## config.mk

```make
export PLATFORM = sky130hd
export DESIGN_NAME = sme_decode
export DESIGN_NICKNAME = d
export VERILOG_FILES = /design/src/hdl/sme_pkg.sv /design/src/hdl/sme_decode.sv
export SDC_FILE = /design/constraint.sdc
export NUM_CORES = 1
export LEC_CHECK = 0
export ABC_AREA = 1
export BUFFER_PORTS_ARGS = -buffer_cell sky130_fd_sc_hd__buf_4
export CORE_AREA = 3 3 40 42
export DETAILED_ROUTE_END_ITERATION = 10
export DIE_AREA = 0 0 43 45
export PLACE_DENSITY_LB_ADDON = 0.08
export SYNTH_ARGS = -nofsm -noshare
export SYNTH_HDL_FRONTEND = slang
export SYNTH_SLANG_ARGS = --single-unit
```

## constraint.sdc

```tcl
create_clock -name vclk -period 0.8
set_input_delay 0.04 -clock vclk [all_inputs]
set_output_delay 0.04 -clock vclk [all_outputs]
set_load 0.02 [all_outputs]
```

## src/hdl/sme_pkg.sv

```systemverilog
// ----------------------------------------------------------------------------
// sme_pkg
// shared opcodes, status codes and the decode word of the stack machine
// ----------------------------------------------------------------------------
package sme_pkg;

  typedef enum logic [3:0] {
    OP_LDC = 4'd0,
    OP_LD  = 4'd1,
    OP_ST  = 4'd2,
    OP_ADD = 4'd3,
    OP_SUB = 4'd4,
    OP_CMP = 4'd5,
    OP_BR  = 4'd6,
    OP_JMP = 4'd7,
    OP_RET = 4'd8
  } op_t;

  typedef enum logic [2:0] {
    ST_OK    = 3'd0,
    ST_STOP  = 3'd1,
    ST_UNDER = 3'd2,
    ST_OVER  = 3'd3,
    ST_ADDR  = 3'd4
  } status_t;

  // push and pop are already gated by an ok status
  typedef struct packed {
    status_t status;
    logic    push;
    logic    pop;
  } dec_t;

endpackage

```

## src/hdl/sme_decode.sv

```systemverilog
// ----------------------------------------------------------------------------
// sme_decode
// checks one instruction against the stack count and data address range
// ----------------------------------------------------------------------------
module sme_decode #(
  parameter int STACK_DEPTH = 256,
  parameter int MEM_WORDS   = 256,
  parameter int CW          = 9
) (
  input  logic [3:0]        func,
  input  logic signed [31:0] operand,
  input  logic [CW-1:0]     count,
  output sme_pkg::dec_t     dec
);

  logic [31:0] addr_u;
  logic        full;
  logic        has1;
  logic        has2;
  logic        addr_ok;

  assign addr_u  = operand;
  assign full    = (count == CW'(STACK_DEPTH));
  assign has1    = (count != '0);
  assign has2    = (count >= CW'(2));
  assign addr_ok = !addr_u[31] && (addr_u != 32'd0) && (addr_u < 32'(MEM_WORDS));

  always_comb begin
    dec.status = sme_pkg::ST_OK;
    dec.push   = 1'b0;
    dec.pop    = 1'b0;
    case (func)
      sme_pkg::OP_LDC: begin
        if (full) dec.status = sme_pkg::ST_OVER;
        else dec.push = 1'b1;
      end
      sme_pkg::OP_LD: begin
        if (full) dec.status = sme_pkg::ST_OVER;
        else if (!addr_ok) dec.status = sme_pkg::ST_ADDR;
        else dec.push = 1'b1;
      end
      sme_pkg::OP_ST: begin
        if (!addr_ok) dec.status = sme_pkg::ST_ADDR;
        else if (!has1) dec.status = sme_pkg::ST_UNDER;
        else dec.pop = 1'b1;
      end
      sme_pkg::OP_ADD, sme_pkg::OP_SUB, sme_pkg::OP_CMP: begin
        if (!has2) dec.status = sme_pkg::ST_UNDER;
        else dec.pop = 1'b1;
      end
      sme_pkg::OP_BR: begin
        if (!has1) dec.status = sme_pkg::ST_UNDER;
      end
      sme_pkg::OP_JMP: begin
        dec.status = sme_pkg::ST_OK;
      end
      default: begin
        // ret and unused opcodes stop
        dec.status = sme_pkg::ST_STOP;
      end
    endcase
  end

endmodule

```

==> results.yml <==
floorplanning:
  die_h_microns: 45
  die_x_microns: 43
  core.rowCount: 13
  ios: 50
  start_util_pct: 29.6
  fp.coreArea_sq_mm: 0.00128
  die_area_sq_mm: 0.00194
power_and_ir_drop:
  p_comb_share_pct: 100.0
  internal-power_mw: 0.256
  switching_share_pct: 37.2
  clkPwrFrac_pct: 0
  p_leak_nw: 0.531
  power_switching_mw: 0.152
  powerDensity_mw_per_mm2: 398
  p_seq_share_pct: 0
  irDropWorstVdd_mv: 0.220
final_layout:
  layout_commonest_cell: "buf_4"
  final_cell_area_sq_mm: 0.00102
  final_cell_mix: "buf_4, buf_6, nand2_1, inv_2"
  regArea_sq_um: 0
  final_net_count: 187
  nFlopsAndLatches: 0
  diodes: 0
  clock_buffers: 0
  finalNonFillerCells: 155
  drive_gt1_share_pct: 75.0
  area_growth_pct: 169
flow_run:
  max-cap-violations: 0
drt:
  routed_wirelength_microns: 1570
  ant_nets: 0
  drtPass1Iterations: 4
  vias: 682
  drt_iter0_drc: 6
  route.detailed.drc: 0
  routedWlPerCell_microns: 10.1
  viasPerCell: 4.40
logic_synthesis:
  ys_types: 13
  ys_warn_count: 0
  syn_inst: 86
  synth-seq-area-share_pct: 0
  synth_area_sq_um: 380
  avgSynthCellArea_sq_um: 4.42
  synth.net_count: 131
timing:
  maxSlewHeadroom_pct: 81.7
  finalHoldViolCount: 0
  period_share_pct: 125
  tightest_slew_ns: 0.272
  slew_violations: 0
  rsz0062_at_grt: "yes"
  max_freq_mhz: 996
  min_period_ns: 1.00
  setup_slack_ns: -0.204
  finalSetupViolations: 5
global_route:
  grt_overflow: 0
  grt_pass1_wl_microns: 2260
  grt_max_degree: 6
  grt_pass1_vias: 582
  track_usage_pct: 14.3
  antenna_found_initial: 0
worst_setup_path:
  crit_path_frequent_cell: "buf_6"
  worst-path-buf-inv: 3
  critical_path.top_delay_family: "simple AND/OR/NAND/NOR gates"
  cp_slowest_cell: "nor3b_4"
  path_cells: "buf_6 -> nor2_2 -> nor3b_4 -> nand3_2 -> o21ai_2 -> inv_1 -> nand2_2 -> buf_6"
  crit_type: "input port to primary output"
  max_stage_delay_ns: 0.23
  startpoint_type: "input port"
  cp.arrival_ns: 0.96
  crit_path_end_kind: "primary output"
  crit_required_ns: 0.76
  path_max_fanout: 3
placed_design:
  place_congestion: 0.708
  place.detailed.hpwl_microns: 1140
  pre_cts_ws_ns: -0.239
  numPlacedInstances: 155
  place_area_sq_um: 818
  numPortBuffers: 50
clock_tree:
  cts_hold_buf: 0
  cts_setup_buffers: 0
worst_hold_path:
  hold_path.startpoint: "func[0]"
  hp-class: "input port to primary output"
  whs_path_depth: 4
  holdPathEnd: "dec[1]"
outcome:
  failed_checks: "setup timing"
  status: "finished, violations left"
[routing by layer]
layer	GRT usage (%)	wire, microns	up-vias
met5	0	0	-
met4	1.81	16	0
met3	1.59	115	2
met2	28.1	914	28
met1	17.1	522	296
li1	-	-	356
[timing repair]
item	4_1_cts	5_1_grt
cloned	0	0
setup endpoints to repair	5	5
gates resized for setup	17	57
pin swaps	3	21
[cells in the mapped netlist]
master	instances	share of area, %
and2_1	2	3.3
nor2_2	3	4.9
nand2_1	25	25
nand3_2	1	2.6
a21oi_1	3	3.9
nand3_1	4	5.3
o21ai_0	1	1.3
nor3b_4	1	4.9
nand4_1	1	1.6
o21ai_2	1	2.3
inv_1	24	24
nor2_1	19	19
nor3_2	1	2.6
[cells by family after synthesis]
logic type             count (synthesis)  synth area share, %
buffers and inverters                 24                 23.7
and+or+nand+nor                       57                 68.8
AOI/OAI and AO/OA                      5                 7.56
[final cells by class]
class | instances | area, sq um
Inverter | 24 | 90.1
Multi-Input combinational cell | 62 | 417
Fill cell | 103 | 260
Timing Repair Buffer | 54 | 499
Tap cell | 15 | 18.8
[power by group through the flow]
stage               clock network [mW]  registers [mW]  logic, mW
floorplan                            0               0     0.0919
global placement                     0               0      0.300
detailed placement                   0               0      0.306
CTS                                  0               0      0.328
global route                         0               0      0.445
finish                               0               0      0.408
[per-stage QoR]
stage	power (mW)	hold slack [ns]	setup TNS (ns)	util (%)
after floorplan	0.0919	0.157	0	-
after global placement	0.300	0.465	-0.776	63.7
after detailed placement	0.306	0.464	-0.885	63.7
after CTS	0.328	0.465	-0.743	68.4
after global routing	0.445	0.501	-1.13	79.7
final	0.408	0.488	-0.722	79.7
[worst max-delay path by stage]
stage,endpoint,depth (start not counted),from
after floorplan,dec[3],6,count[2]
after global placement,dec[3],8,count[2]
after detailed placement,dec[3],11,operand[31]
after CTS,dec[3],8,count[2]
after global routing,dec[3],8,count[2]
final,dec[3],8,count[2]
No activity file was read; power rests on OpenSTA's default activity.
